<file path="src/rtl/tle_pkg.sv">
// shared types, byte codes and datapath commands of the terminal line editor
package tle_pkg;

  // default sizes
  localparam int unsigned LineSizeDef     = 64;
  localparam int unsigned HistoryDepthDef = 5;

  // terminal byte codes
  localparam logic [7:0] ByteCtrlA  = 8'd1;
  localparam logic [7:0] ByteCtrlC  = 8'd3;
  localparam logic [7:0] ByteCtrlD  = 8'd4;
  localparam logic [7:0] ByteCtrlE  = 8'd5;
  localparam logic [7:0] ByteEnter  = 8'd13;
  localparam logic [7:0] ByteEsc    = 8'd27;
  localparam logic [7:0] ByteCsi    = 8'd91;
  localparam logic [7:0] ByteSs3    = 8'd79;
  localparam logic [7:0] ByteUp     = 8'd65;
  localparam logic [7:0] ByteDown   = 8'd66;
  localparam logic [7:0] ByteRight  = 8'd67;
  localparam logic [7:0] ByteLeft   = 8'd68;
  localparam logic [7:0] ByteHome   = 8'd72;
  localparam logic [7:0] ByteEnd    = 8'd70;
  localparam logic [7:0] ByteDel    = 8'd127;
  localparam logic [7:0] BytePrtLo  = 8'd32;
  localparam logic [7:0] BytePrtHi  = 8'd126;

  // result kinds
  localparam logic [1:0] EvChar  = 2'd0;
  localparam logic [1:0] EvEmpty = 2'd1;
  localparam logic [1:0] EvAbort = 2'd2;

  // datapath command issued by the controller each cycle
  typedef enum logic [4:0] {
    OpNone,
    OpHome,
    OpEnd,
    OpRight,
    OpLeft,
    OpAbortOut,
    OpEmptyOut,
    OpInsStart,
    OpInsRd,
    OpInsWr,
    OpInsFin,
    OpDelStart,
    OpDelRd,
    OpDelWr,
    OpDelFin,
    OpEntStart,
    OpEntRd,
    OpEntOut,
    OpEntFin,
    OpOlder,
    OpNewer,
    OpNewerClr,
    OpLoadRd,
    OpLoadWr,
    OpLoadFin
  } dp_op_e;

  // datapath status seen by the controller
  typedef struct packed {
    logic len_zero;
    logic cur_zero;
    logic full;
    logic idx_gt_cur;
    logic idx_lt_len;
    logic idx_last;
    logic idx_lt_hlen;
    logic older_ok;
    logic recalled;
    logic pos_zero;
    logic out_free;
  } dp_stat_t;

endpackage

</file>
<file path="src/rtl/tle_ctrl.sv">
// controller: byte decoder, escape sequence tracking and editing sequencer
module tle_ctrl import tle_pkg::*; (
  input  logic     clk_i,
  input  logic     rst_ni,
  input  logic     rx_valid_i,
  output logic     rx_stall_o,
  input  logic [7:0] rx_byte_i,
  input  dp_stat_t stat_i,
  output dp_op_e   op_o
);

  typedef enum logic [3:0] {
    SIdle,
    SAbort,
    SEmpty,
    SInsChk,
    SInsWr,
    SDelChk,
    SDelWr,
    SEntRd,
    SEntOut,
    SEntFin,
    SLoadChk,
    SLoadWr
  } state_e;

  typedef enum logic [1:0] {
    EscIdle,
    EscSeen,
    EscCsi,
    EscSs3
  } esc_e;

  state_e state_q, state_d;
  esc_e   esc_q, esc_d;
  logic   accept;

  assign rx_stall_o = (state_q != SIdle);
  assign accept     = rx_valid_i && (state_q == SIdle);

  // next state and command
  always_comb begin
    state_d = state_q;
    esc_d   = esc_q;
    op_o    = OpNone;
    unique case (state_q)
      SIdle: begin
        if (accept) begin
          priority if (rx_byte_i == ByteCtrlC || rx_byte_i == ByteCtrlD) begin
            esc_d   = EscIdle;
            state_d = SAbort;
          end else if (rx_byte_i == ByteCtrlA) begin
            op_o = OpHome;
          end else if (rx_byte_i == ByteCtrlE) begin
            op_o = OpEnd;
          end else if (rx_byte_i == ByteDel) begin
            if (!stat_i.cur_zero) begin
              op_o    = OpDelStart;
              state_d = SDelChk;
            end
          end else if (rx_byte_i == ByteEsc) begin
            esc_d = EscSeen;
          end else if (esc_q != EscIdle) begin
            // byte belongs to the sequence
            esc_d = EscIdle;
            unique case (esc_q)
              EscSeen: begin
                if (rx_byte_i == ByteCsi) esc_d = EscCsi;
                else if (rx_byte_i == ByteSs3) esc_d = EscSs3;
              end
              EscCsi: begin
                priority if (rx_byte_i == ByteUp) begin
                  if (stat_i.older_ok) begin
                    op_o    = OpOlder;
                    state_d = SLoadChk;
                  end
                end else if (rx_byte_i == ByteDown) begin
                  if (stat_i.recalled) begin
                    if (stat_i.pos_zero) begin
                      op_o = OpNewerClr;
                    end else begin
                      op_o    = OpNewer;
                      state_d = SLoadChk;
                    end
                  end
                end else if (rx_byte_i == ByteRight) begin
                  op_o = OpRight;
                end else if (rx_byte_i == ByteLeft) begin
                  op_o = OpLeft;
                end else begin
                  op_o = OpNone;
                end
              end
              EscSs3: begin
                if (rx_byte_i == ByteHome) op_o = OpHome;
                else if (rx_byte_i == ByteEnd) op_o = OpEnd;
              end
              default: esc_d = EscIdle;
            endcase
          end else if (rx_byte_i == ByteEnter) begin
            if (stat_i.len_zero) begin
              state_d = SEmpty;
            end else begin
              op_o    = OpEntStart;
              state_d = SEntRd;
            end
          end else if (rx_byte_i >= BytePrtLo && rx_byte_i <= BytePrtHi) begin
            if (!stat_i.full) begin
              op_o    = OpInsStart;
              state_d = SInsChk;
            end
          end else begin
            op_o = OpNone;
          end
        end
      end
      SAbort: begin
        if (stat_i.out_free) begin
          op_o    = OpAbortOut;
          state_d = SIdle;
        end
      end
      SEmpty: begin
        if (stat_i.out_free) begin
          op_o    = OpEmptyOut;
          state_d = SIdle;
        end
      end
      // shift the tail up by one, top down
      SInsChk: begin
        if (stat_i.idx_gt_cur) begin
          op_o    = OpInsRd;
          state_d = SInsWr;
        end else begin
          op_o    = OpInsFin;
          state_d = SIdle;
        end
      end
      SInsWr: begin
        op_o    = OpInsWr;
        state_d = SInsChk;
      end
      // shift the tail down by one, bottom up
      SDelChk: begin
        if (stat_i.idx_lt_len) begin
          op_o    = OpDelRd;
          state_d = SDelWr;
        end else begin
          op_o    = OpDelFin;
          state_d = SIdle;
        end
      end
      SDelWr: begin
        op_o    = OpDelWr;
        state_d = SDelChk;
      end
      // send the line and copy it into history
      SEntRd: begin
        op_o    = OpEntRd;
        state_d = SEntOut;
      end
      SEntOut: begin
        if (stat_i.out_free) begin
          op_o    = OpEntOut;
          state_d = stat_i.idx_last ? SEntFin : SEntRd;
        end
      end
      SEntFin: begin
        op_o    = OpEntFin;
        state_d = SIdle;
      end
      // copy a history entry into the line
      SLoadChk: begin
        if (stat_i.idx_lt_hlen) begin
          op_o    = OpLoadRd;
          state_d = SLoadWr;
        end else begin
          op_o    = OpLoadFin;
          state_d = SIdle;
        end
      end
      SLoadWr: begin
        op_o    = OpLoadWr;
        state_d = SLoadChk;
      end
      default: state_d = SIdle;
    endcase
  end

  // state registers
  always_ff @(posedge clk_i or negedge rst_ni) begin
    if (!rst_ni) begin
      state_q <= SIdle;
      esc_q   <= EscIdle;
    end else begin
      state_q <= state_d;
      esc_q   <= esc_d;
    end
  end

endmodule

</file>
<file path="src/rtl/tle_dp.sv">
// datapath: line memory, history ring memory, cursor and result register
module tle_dp import tle_pkg::*; #(
  parameter int unsigned LINE_SIZE     = LineSizeDef,
  parameter int unsigned HISTORY_DEPTH = HistoryDepthDef
) (
  input  logic       clk_i,
  input  logic       rst_ni,
  input  dp_op_e     op_i,
  input  logic [7:0] rx_byte_i,
  output dp_stat_t   stat_o,
  output logic       ev_valid_o,
  input  logic       ev_stall_i,
  output logic [1:0] event_kind_o,
  output logic [7:0] line_char_o,
  output logic       last_of_line_o
);

  localparam int unsigned LW       = $clog2(LINE_SIZE);
  localparam int unsigned HW       = $clog2(HISTORY_DEPTH);
  localparam int unsigned CW       = $clog2(HISTORY_DEPTH + 1);
  localparam int unsigned AW       = $clog2(HISTORY_DEPTH * LINE_SIZE);
  localparam int unsigned LineCap  = (LINE_SIZE - 1 < 63) ? LINE_SIZE - 1 : 63;
  localparam int unsigned HistSize = HISTORY_DEPTH * LINE_SIZE;

  logic [7:0]    line_mem [LINE_SIZE];
  logic [7:0]    hist_mem [HistSize];
  logic [LW-1:0] hlen_q   [HISTORY_DEPTH];

  logic [LW-1:0] len_q, cur_q, idx_q;
  logic [HW-1:0] head_q, slot_q, pos_q;
  logic [CW-1:0] cnt_q;
  logic          recalled_q;
  logic [7:0]    char_q, line_rd_q, hist_rd_q;
  logic          out_valid_q, out_last_q;
  logic [1:0]    out_kind_q;
  logic [7:0]    out_char_q;

  logic          out_free;
  logic [CW-1:0] nxt_pos;
  logic [HW-1:0] wslot;
  logic          line_we;
  logic [LW-1:0] line_wa, line_ra;
  logic [7:0]    line_wd;
  logic [AW-1:0] hist_addr;

  // slot of the entry k steps older than the head
  function automatic logic [HW-1:0] slot_back(input logic [HW-1:0] h, input logic [HW-1:0] k);
    logic [HW:0] s;
    s = {1'b0, h} + (HW+1)'(HISTORY_DEPTH) - {1'b0, k};
    if (s >= (HW+1)'(HISTORY_DEPTH)) s = s - (HW+1)'(HISTORY_DEPTH);
    return s[HW-1:0];
  endfunction

  assign out_free = !out_valid_q || !ev_stall_i;
  assign nxt_pos  = recalled_q ? CW'(pos_q) + CW'(1) : '0;
  assign wslot    = (head_q == HW'(HISTORY_DEPTH - 1)) ? '0 : head_q + HW'(1);

  // status
  assign stat_o.len_zero    = (len_q == '0);
  assign stat_o.cur_zero    = (cur_q == '0);
  assign stat_o.full        = (len_q >= LW'(LineCap));
  assign stat_o.idx_gt_cur  = (idx_q > cur_q);
  assign stat_o.idx_lt_len  = (idx_q < len_q);
  assign stat_o.idx_last    = (({1'b0, idx_q} + (LW+1)'(1)) == {1'b0, len_q});
  assign stat_o.idx_lt_hlen = (idx_q < hlen_q[slot_q]);
  assign stat_o.older_ok    = (nxt_pos < cnt_q);
  assign stat_o.recalled    = recalled_q;
  assign stat_o.pos_zero    = (pos_q == '0);
  assign stat_o.out_free    = out_free;

  // line memory port selection
  always_comb begin
    line_we = 1'b0;
    line_wa = idx_q;
    line_wd = line_rd_q;
    line_ra = idx_q;
    unique case (op_i)
      OpInsRd:  line_ra = idx_q - LW'(1);
      OpInsWr:  line_we = 1'b1;
      OpInsFin: begin
        line_we = 1'b1;
        line_wa = cur_q;
        line_wd = char_q;
      end
      OpDelWr: begin
        line_we = 1'b1;
        line_wa = idx_q - LW'(1);
      end
      OpLoadWr: begin
        line_we = 1'b1;
        line_wd = hist_rd_q;
      end
      default: line_we = 1'b0;
    endcase
  end

  assign hist_addr = AW'(slot_q) * AW'(LINE_SIZE) + AW'(idx_q);

  // line memory
  always_ff @(posedge clk_i) begin
    if (line_we) line_mem[line_wa] <= line_wd;
    line_rd_q <= line_mem[line_ra];
  end

  // history memory, one row per slot
  always_ff @(posedge clk_i) begin
    if (op_i == OpEntOut) hist_mem[hist_addr] <= line_rd_q;
    hist_rd_q <= hist_mem[hist_addr];
  end

  // held byte for an insert
  always_ff @(posedge clk_i) begin
    if (op_i == OpInsStart) char_q <= rx_byte_i;
  end

  // line, cursor and history control
  always_ff @(posedge clk_i or negedge rst_ni) begin
    if (!rst_ni) begin
      len_q      <= '0;
      cur_q      <= '0;
      idx_q      <= '0;
      head_q     <= '0;
      slot_q     <= '0;
      pos_q      <= '0;
      cnt_q      <= '0;
      recalled_q <= 1'b0;
      for (int i = 0; i < HISTORY_DEPTH; i++) hlen_q[i] <= '0;
    end else begin
      unique case (op_i)
        OpHome:  cur_q <= '0;
        OpEnd:   cur_q <= len_q;
        OpRight: if (cur_q < len_q) cur_q <= cur_q + LW'(1);
        OpLeft:  if (cur_q != '0) cur_q <= cur_q - LW'(1);
        OpAbortOut, OpEmptyOut, OpNewerClr: begin
          len_q      <= '0;
          cur_q      <= '0;
          recalled_q <= 1'b0;
        end
        OpInsStart: idx_q <= len_q;
        OpInsWr:    idx_q <= idx_q - LW'(1);
        OpInsFin: begin
          len_q <= len_q + LW'(1);
          cur_q <= cur_q + LW'(1);
        end
        OpDelStart: idx_q <= cur_q;
        OpDelWr:    idx_q <= idx_q + LW'(1);
        OpDelFin: begin
          len_q <= len_q - LW'(1);
          cur_q <= cur_q - LW'(1);
        end
        OpEntStart: begin
          idx_q  <= '0;
          slot_q <= wslot;
        end
        OpEntOut: idx_q <= idx_q + LW'(1);
        OpEntFin: begin
          head_q         <= slot_q;
          hlen_q[slot_q] <= len_q;
          if (cnt_q < CW'(HISTORY_DEPTH)) cnt_q <= cnt_q + CW'(1);
          len_q      <= '0;
          cur_q      <= '0;
          recalled_q <= 1'b0;
        end
        OpOlder: begin
          pos_q      <= nxt_pos[HW-1:0];
          recalled_q <= 1'b1;
          slot_q     <= slot_back(head_q, nxt_pos[HW-1:0]);
          idx_q      <= '0;
        end
        OpNewer: begin
          pos_q  <= pos_q - HW'(1);
          slot_q <= slot_back(head_q, pos_q - HW'(1));
          idx_q  <= '0;
        end
        OpLoadWr: idx_q <= idx_q + LW'(1);
        OpLoadFin: begin
          len_q <= hlen_q[slot_q];
          cur_q <= hlen_q[slot_q];
        end
        default: idx_q <= idx_q;
      endcase
    end
  end

  // result register
  always_ff @(posedge clk_i or negedge rst_ni) begin
    if (!rst_ni) begin
      out_valid_q <= 1'b0;
    end else if (op_i == OpAbortOut || op_i == OpEmptyOut || op_i == OpEntOut) begin
      out_valid_q <= 1'b1;
    end else if (!ev_stall_i) begin
      out_valid_q <= 1'b0;
    end
  end

  always_ff @(posedge clk_i) begin
    unique case (op_i)
      OpAbortOut: begin
        out_kind_q <= EvAbort;
        out_char_q <= '0;
        out_last_q <= 1'b1;
      end
      OpEmptyOut: begin
        out_kind_q <= EvEmpty;
        out_char_q <= '0;
        out_last_q <= 1'b1;
      end
      OpEntOut: begin
        out_kind_q <= EvChar;
        out_char_q <= line_rd_q;
        out_last_q <= stat_o.idx_last;
      end
      default: out_kind_q <= out_kind_q;
    endcase
  end

  assign ev_valid_o     = out_valid_q;
  assign event_kind_o   = out_kind_q;
  assign line_char_o    = out_char_q;
  assign last_of_line_o = out_last_q;

endmodule

</file>
<file path="src/rtl/terminal_line_editor_unit.sv">
// top level of the terminal line editor with history
//
//  channel | direction | handshake            | payload
//  rx      | in        | rx_valid_i/rx_stall_o | rx_byte_i
//  ev      | out       | ev_valid_o/ev_stall_i | event_kind_o, line_char_o, last_of_line_o
//
// cursor moves, escape bytes and ignored bytes are handled in idle; abort and empty line wait
// in their own state for a free result register. insert and delete shift each character with a
// read state then a write state, as the line memory read is registered; history recall alike.
// enter reads and sends each character in turn and waits while ev_stall_i holds the result.
// rst_ni clears line, cursor, decoder and history lengths at once; no clearing pass.
// rx_stall_o is high while a request is in progress outside the idle state.
module terminal_line_editor_unit import tle_pkg::*; #(
  parameter int unsigned LINE_SIZE     = LineSizeDef,
  parameter int unsigned HISTORY_DEPTH = HistoryDepthDef
) (
  input  logic       clk_i,
  input  logic       rst_ni,
  input  logic       rx_valid_i,
  output logic       rx_stall_o,
  input  logic [7:0] rx_byte_i,
  output logic       ev_valid_o,
  input  logic       ev_stall_i,
  output logic [1:0] event_kind_o,
  output logic [7:0] line_char_o,
  output logic       last_of_line_o
);

  dp_op_e   op;
  dp_stat_t stat;

  // sequencer
  tle_ctrl u_ctrl (
    .clk_i      (clk_i),
    .rst_ni     (rst_ni),
    .rx_valid_i (rx_valid_i),
    .rx_stall_o (rx_stall_o),
    .rx_byte_i  (rx_byte_i),
    .stat_i     (stat),
    .op_o       (op)
  );

  // storage and result register
  tle_dp #(
    .LINE_SIZE     (LINE_SIZE),
    .HISTORY_DEPTH (HISTORY_DEPTH)
  ) u_dp (
    .clk_i          (clk_i),
    .rst_ni         (rst_ni),
    .op_i           (op),
    .rx_byte_i      (rx_byte_i),
    .stat_o         (stat),
    .ev_valid_o     (ev_valid_o),
    .ev_stall_i     (ev_stall_i),
    .event_kind_o   (event_kind_o),
    .line_char_o    (line_char_o),
    .last_of_line_o (last_of_line_o)
  );

endmodule

</file>
<file path="config.mk">
export PLATFORM = sky130hd
export DESIGN_NAME = terminal_line_editor_unit
export DESIGN_NICKNAME = d
export VERILOG_FILES = /design/src/rtl/tle_pkg.sv /design/src/rtl/tle_ctrl.sv /design/src/rtl/tle_dp.sv /design/src/rtl/terminal_line_editor_unit.sv
export SDC_FILE = /design/constraint.sdc
export NUM_CORES = 2
export LEC_CHECK = 0
export ABC_AREA = 1
export BUFFER_PORTS_ARGS = -buffer_cell sky130_fd_sc_hd__buf_2
export CAP_MARGIN = 20
export CORE_MARGIN = 2
export CORE_UTILIZATION = 45
export DETAILED_ROUTE_END_ITERATION = 16
export PLACE_DENSITY = 0.66
export SLEW_MARGIN = 15
export SYNTH_ARGS = -nofsm -noshare
export SYNTH_HDL_FRONTEND = slang
export SYNTH_HIERARCHICAL = 1
export SYNTH_SLANG_ARGS = --single-unit
</file>
<file path="constraint.sdc">
create_clock -name clk_i -period 14.6 [get_ports clk_i]
set_input_delay 2.92 -clock clk_i [delete_from_list [all_inputs] [get_ports clk_i]]
set_output_delay 2.92 -clock clk_i [all_outputs]
set_load 0.1 [all_outputs]
</file>
==> flow_summary_export.csv <==
group,metric,value,unit
clocking,cts_buffers,333,
floorplan,dieArea,300000,um2
finish,area_delta_synth_final,10.5,%
place,placed_cell_area,136000,um2
hold_path,hold_class,"flip-flop to flip-flop",
sta,rsz0062_at_grt,"false",
pwr,leakagePower,52.8,nW
route,routed_wl,369000,um
clocking,htreeDepth,5,
clocking,hold_buffers,0,
grt,grt_pass1_vias,85300,
synthesis,yosys_register_bits,3175,
floorplan,ios,25,
synthesis,syn_area,133000,um2
synthesis,synth_fp_nets,12100,
run,maxCapViolations,0,
route,dr.first_iter.drc_count,12100,
route,route.detailed.drc,0,
finish,regArea,94900,um2
sta,fin_tns_setup,0,ps
pwr,cellPowerDensity,215,nW/um2
route,vias_per_cell,5.58,
floorplan,die_width,548,um
place,post-dp-hpwl,206000,um
critical_path,crit_chain,"inv_1 -> nand2_1 -> inv_1 -> nand2_1 -> nand3_1 -> a221oi_1 -> ha_1 -> a21oi_1 -> o31ai_1 -> a21oi_1 -> inv_1 -> nor2_1 -> nor2_1 -> o21ai_0 -> a211oi_1 -> nand2_1 -> nor2_1 -> inv_1 -> nor2_1 -> nand2_1 -> nor2_1 -> nand2_4 -> nor2_1",
grt,grt_max_degree,273,
sta,worstMarginPinSlew,1210,ps
synthesis,netlist_instances,12000,
route,ant_nets,0,
synthesis,async_reset_ff_share,2.14,%
clocking,cts_buffer_depth,4,
sta,finClkSkew,71.9,ps
synthesis,synth_cell_types,59,
floorplan,fp.dieH,548,um
critical_path,required,15130,ps
pwr,power,31.7,mW
critical_path,cp_max_fo,20,
route,post_drt_wl_per_cell,23.0,um
place,routabilityCongestion,0.879,
critical_path,crit_path_end_kind,"flip-flop",
clocking,clkLatencyLatePin,960,ps
finish,drive_gt1_share,5.86,%
grt,antenna_found_initial,23,
synthesis,yosys_warnings,6,
synthesis,post_synth.cell_area_avg,11.1,um2
finish,nets,11900,
critical_path,cp-start-kind,"flip-flop",
synthesis,synth-edff-count,3091,
sta,maxSlewViolCount,0,
grt,grt_overflow_total,0,
clocking,cts_resized,0,
sta,finalHoldViolations,0,
finish,nFillCells,25700,
clocking,clk_pin_slew_worst_paths,60,ps
synthesis,ys_seq_area_share,71.2,%
finish,layout_common_cells,"3091 x edfxtp_1, 2667 x nor2_1, 2176 x nand2_1",
clocking,cts.sinks,3175,
finish,multi_input_area,32700,um2
floorplan,start_util,45.3,%
clocking,cts_tree,"built",
sta,fin_crit,7600,ps
critical_path,slowest_delay,790,ps
status,status,"complete, no violations",
finish,fin_area,147000,um2
route,first_pass_iters,6,
sta,fin_crit_sh,52.1,%
route,vias,89600,
critical_path,slowest_stage,"nor2_1",
grt,grt_pass1_wl,547000,um
clocking,root_buffer,"clkbuf_16",
sta,slew_headroom,18.8,%
critical_path,cp.arrival,8130,ps
critical_path,crit_top_cell,"nor2_1",
finish,final_common_cell,"edfxtp_1",
clocking,post_cts_buffers,0,
place,portBuffers,24,
floorplan,core_area,294000,um2
sta,max_freq,0.132,GHz
floorplan,fp-row-count,199,
pwr,peakVddDrop,0.000189,V
sta,setup_viol,0,
critical_path,critical_path_class,"flip-flop to flip-flop",
grt,grt_usage,24.0,%
synthesis,synthFlopType,"edfxtp_1",
-- report_power, final --
part | switching (mW) | internal, mW | leakage [nW] | total [mW]
Combinational | 8.80 | 2.63 | 18.7 | 11.4
Clock | 3.59 | 4.78 | 5.20 | 8.37
Sequential | 0.361 | 11.5 | 28.9 | 11.9
Total | 12.8 | 18.9 | 52.8 | 31.7
-- kinds of logic (layout without fill, tap and decap cells) --
family	count (synthesis)	count (layout)	synth area share, %
buffers and inverters	1366	1442	4.36
and+or+nand+nor	5557	5557	16.5
xor gates and xnor gates	20	20	0.132
AOI/OAI and AO/OA	1861	1861	7.27
adders and majority gates	56	56	0.543
DFF	3175	3175	71.2
other	0	11	0
-- synth_stat cells, drive strengths merged, types with 3 or more instances --
| cell | number | share of area, % |
|---|---|---|
| a211oi | 3 | 0.017 |
| a21oi | 51 | 0.19 |
| a22oi | 9 | 0.051 |
| a31oi | 5 | 0.033 |
| buf | 414 | 1.7 |
| clkbuf | 273 | 0.77 |
| clkinv | 11 | 0.031 |
| dfrtp | 68 | 1.3 |
| dfxtp | 16 | 0.24 |
| edfxtp | 3091 | 70 |
| fa | 3 | 0.045 |
| ha | 53 | 0.50 |
| inv | 668 | 1.9 |
| nand2 | 2217 | 6.3 |
| nand3 | 572 | 2.2 |
| nand3b | 3 | 0.017 |
| nand4 | 55 | 0.27 |
| nor2 | 2692 | 7.7 |
| nor3 | 10 | 0.041 |
| nor4 | 3 | 0.014 |
| o2111ai | 4 | 0.026 |
| o211ai | 7 | 0.039 |
| o21ai | 1593 | 6.0 |
| o21bai | 3 | 0.017 |
| o221ai | 7 | 0.046 |
| o22ai | 167 | 0.78 |
| o31ai | 3 | 0.017 |
| xnor2 | 9 | 0.059 |
| xor2 | 11 | 0.072 |
-- critical path: cells and delay by family (launching register included) --
family,cells,cell delay [ps]
buf+inv,4,940
compound gates,6,1120
fa+ha+maj,1,210
flops,1,780
simple gates,12,4090
-- area by class of cell --
class	count	area share (%)
Antenna cell	11	0.0187
Tap cell	3919	3.33
Multi-Input combinational cell	7494	22.2
Sequential cell	3175	64.5
Clock buffer	417	5.91
Clock inverter	190	1.38
Timing Repair Buffer	156	0.913
Inverter	679	1.76
-- worst paths after layout --
path	from	endpoint	slack, ps	cells after the start
hold / removal	u_dp/hlen_q[15]	u_dp/hlen_q[15]	490	2
max in group asynchronous	rst_ni	u_dp/idx_q[0]	11650	2
setup / recovery	u_dp/slot_q[0]	u_dp/hist_mem[216][1]	7000	23
hold reg to reg	u_dp/hlen_q[15]	u_dp/hlen_q[15]	490	2
setup reg to reg	u_dp/slot_q[0]	u_dp/hist_mem[216][1]	7000	23
min in group asynchronous	rst_ni	u_dp/ev_valid_o	2200	2
-- layer usage --
layer	wire length [um]	vias up	global-route usage [%]
met5	52	-	0
met4	15900	8	9.52
met3	35100	739	4.12
met2	169000	4520	37.6
met1	149000	43500	33.3
li1	-	40800	-
-- metrics by stage --
step | cells | hold WS (ps) | utilization (%) | worst slack, ps
finish | 16000 | 487 | 50.0 | 7000
detailed placement | 15400 | 474 | 46.4 | 6790
CTS | 16000 | 488 | 50.0 | 7190
global placement | 15400 | 467 | 46.3 | 6890
global route | 16000 | 506 | 50.0 | 6370
floorplan | 12000 | 453 | - | 8460
-- state kept, by name (all words and copies together) (netlist names), 2 cells and up --
register / flops
u_dp/idx_q: 6
u_dp/cur_q: 6
u_dp/cnt_q: 3
u_dp/pos_q: 3
u_dp/hist_mem: 2560
u_dp/head_q: 3
u_dp/line_mem: 512
u_dp/hist_rd_q: 8
u_dp/hlen_q: 30
u_dp/slot_q: 3
u_dp/len_q: 6
u_dp/event_kind_o: 2
u_dp/char_q: 8
u_ctrl/esc_q: 2
u_dp/line_rd_q: 8
u_dp/line_char_o: 8
u_ctrl/state_q: 4
(Power assumes the default switching activity.)
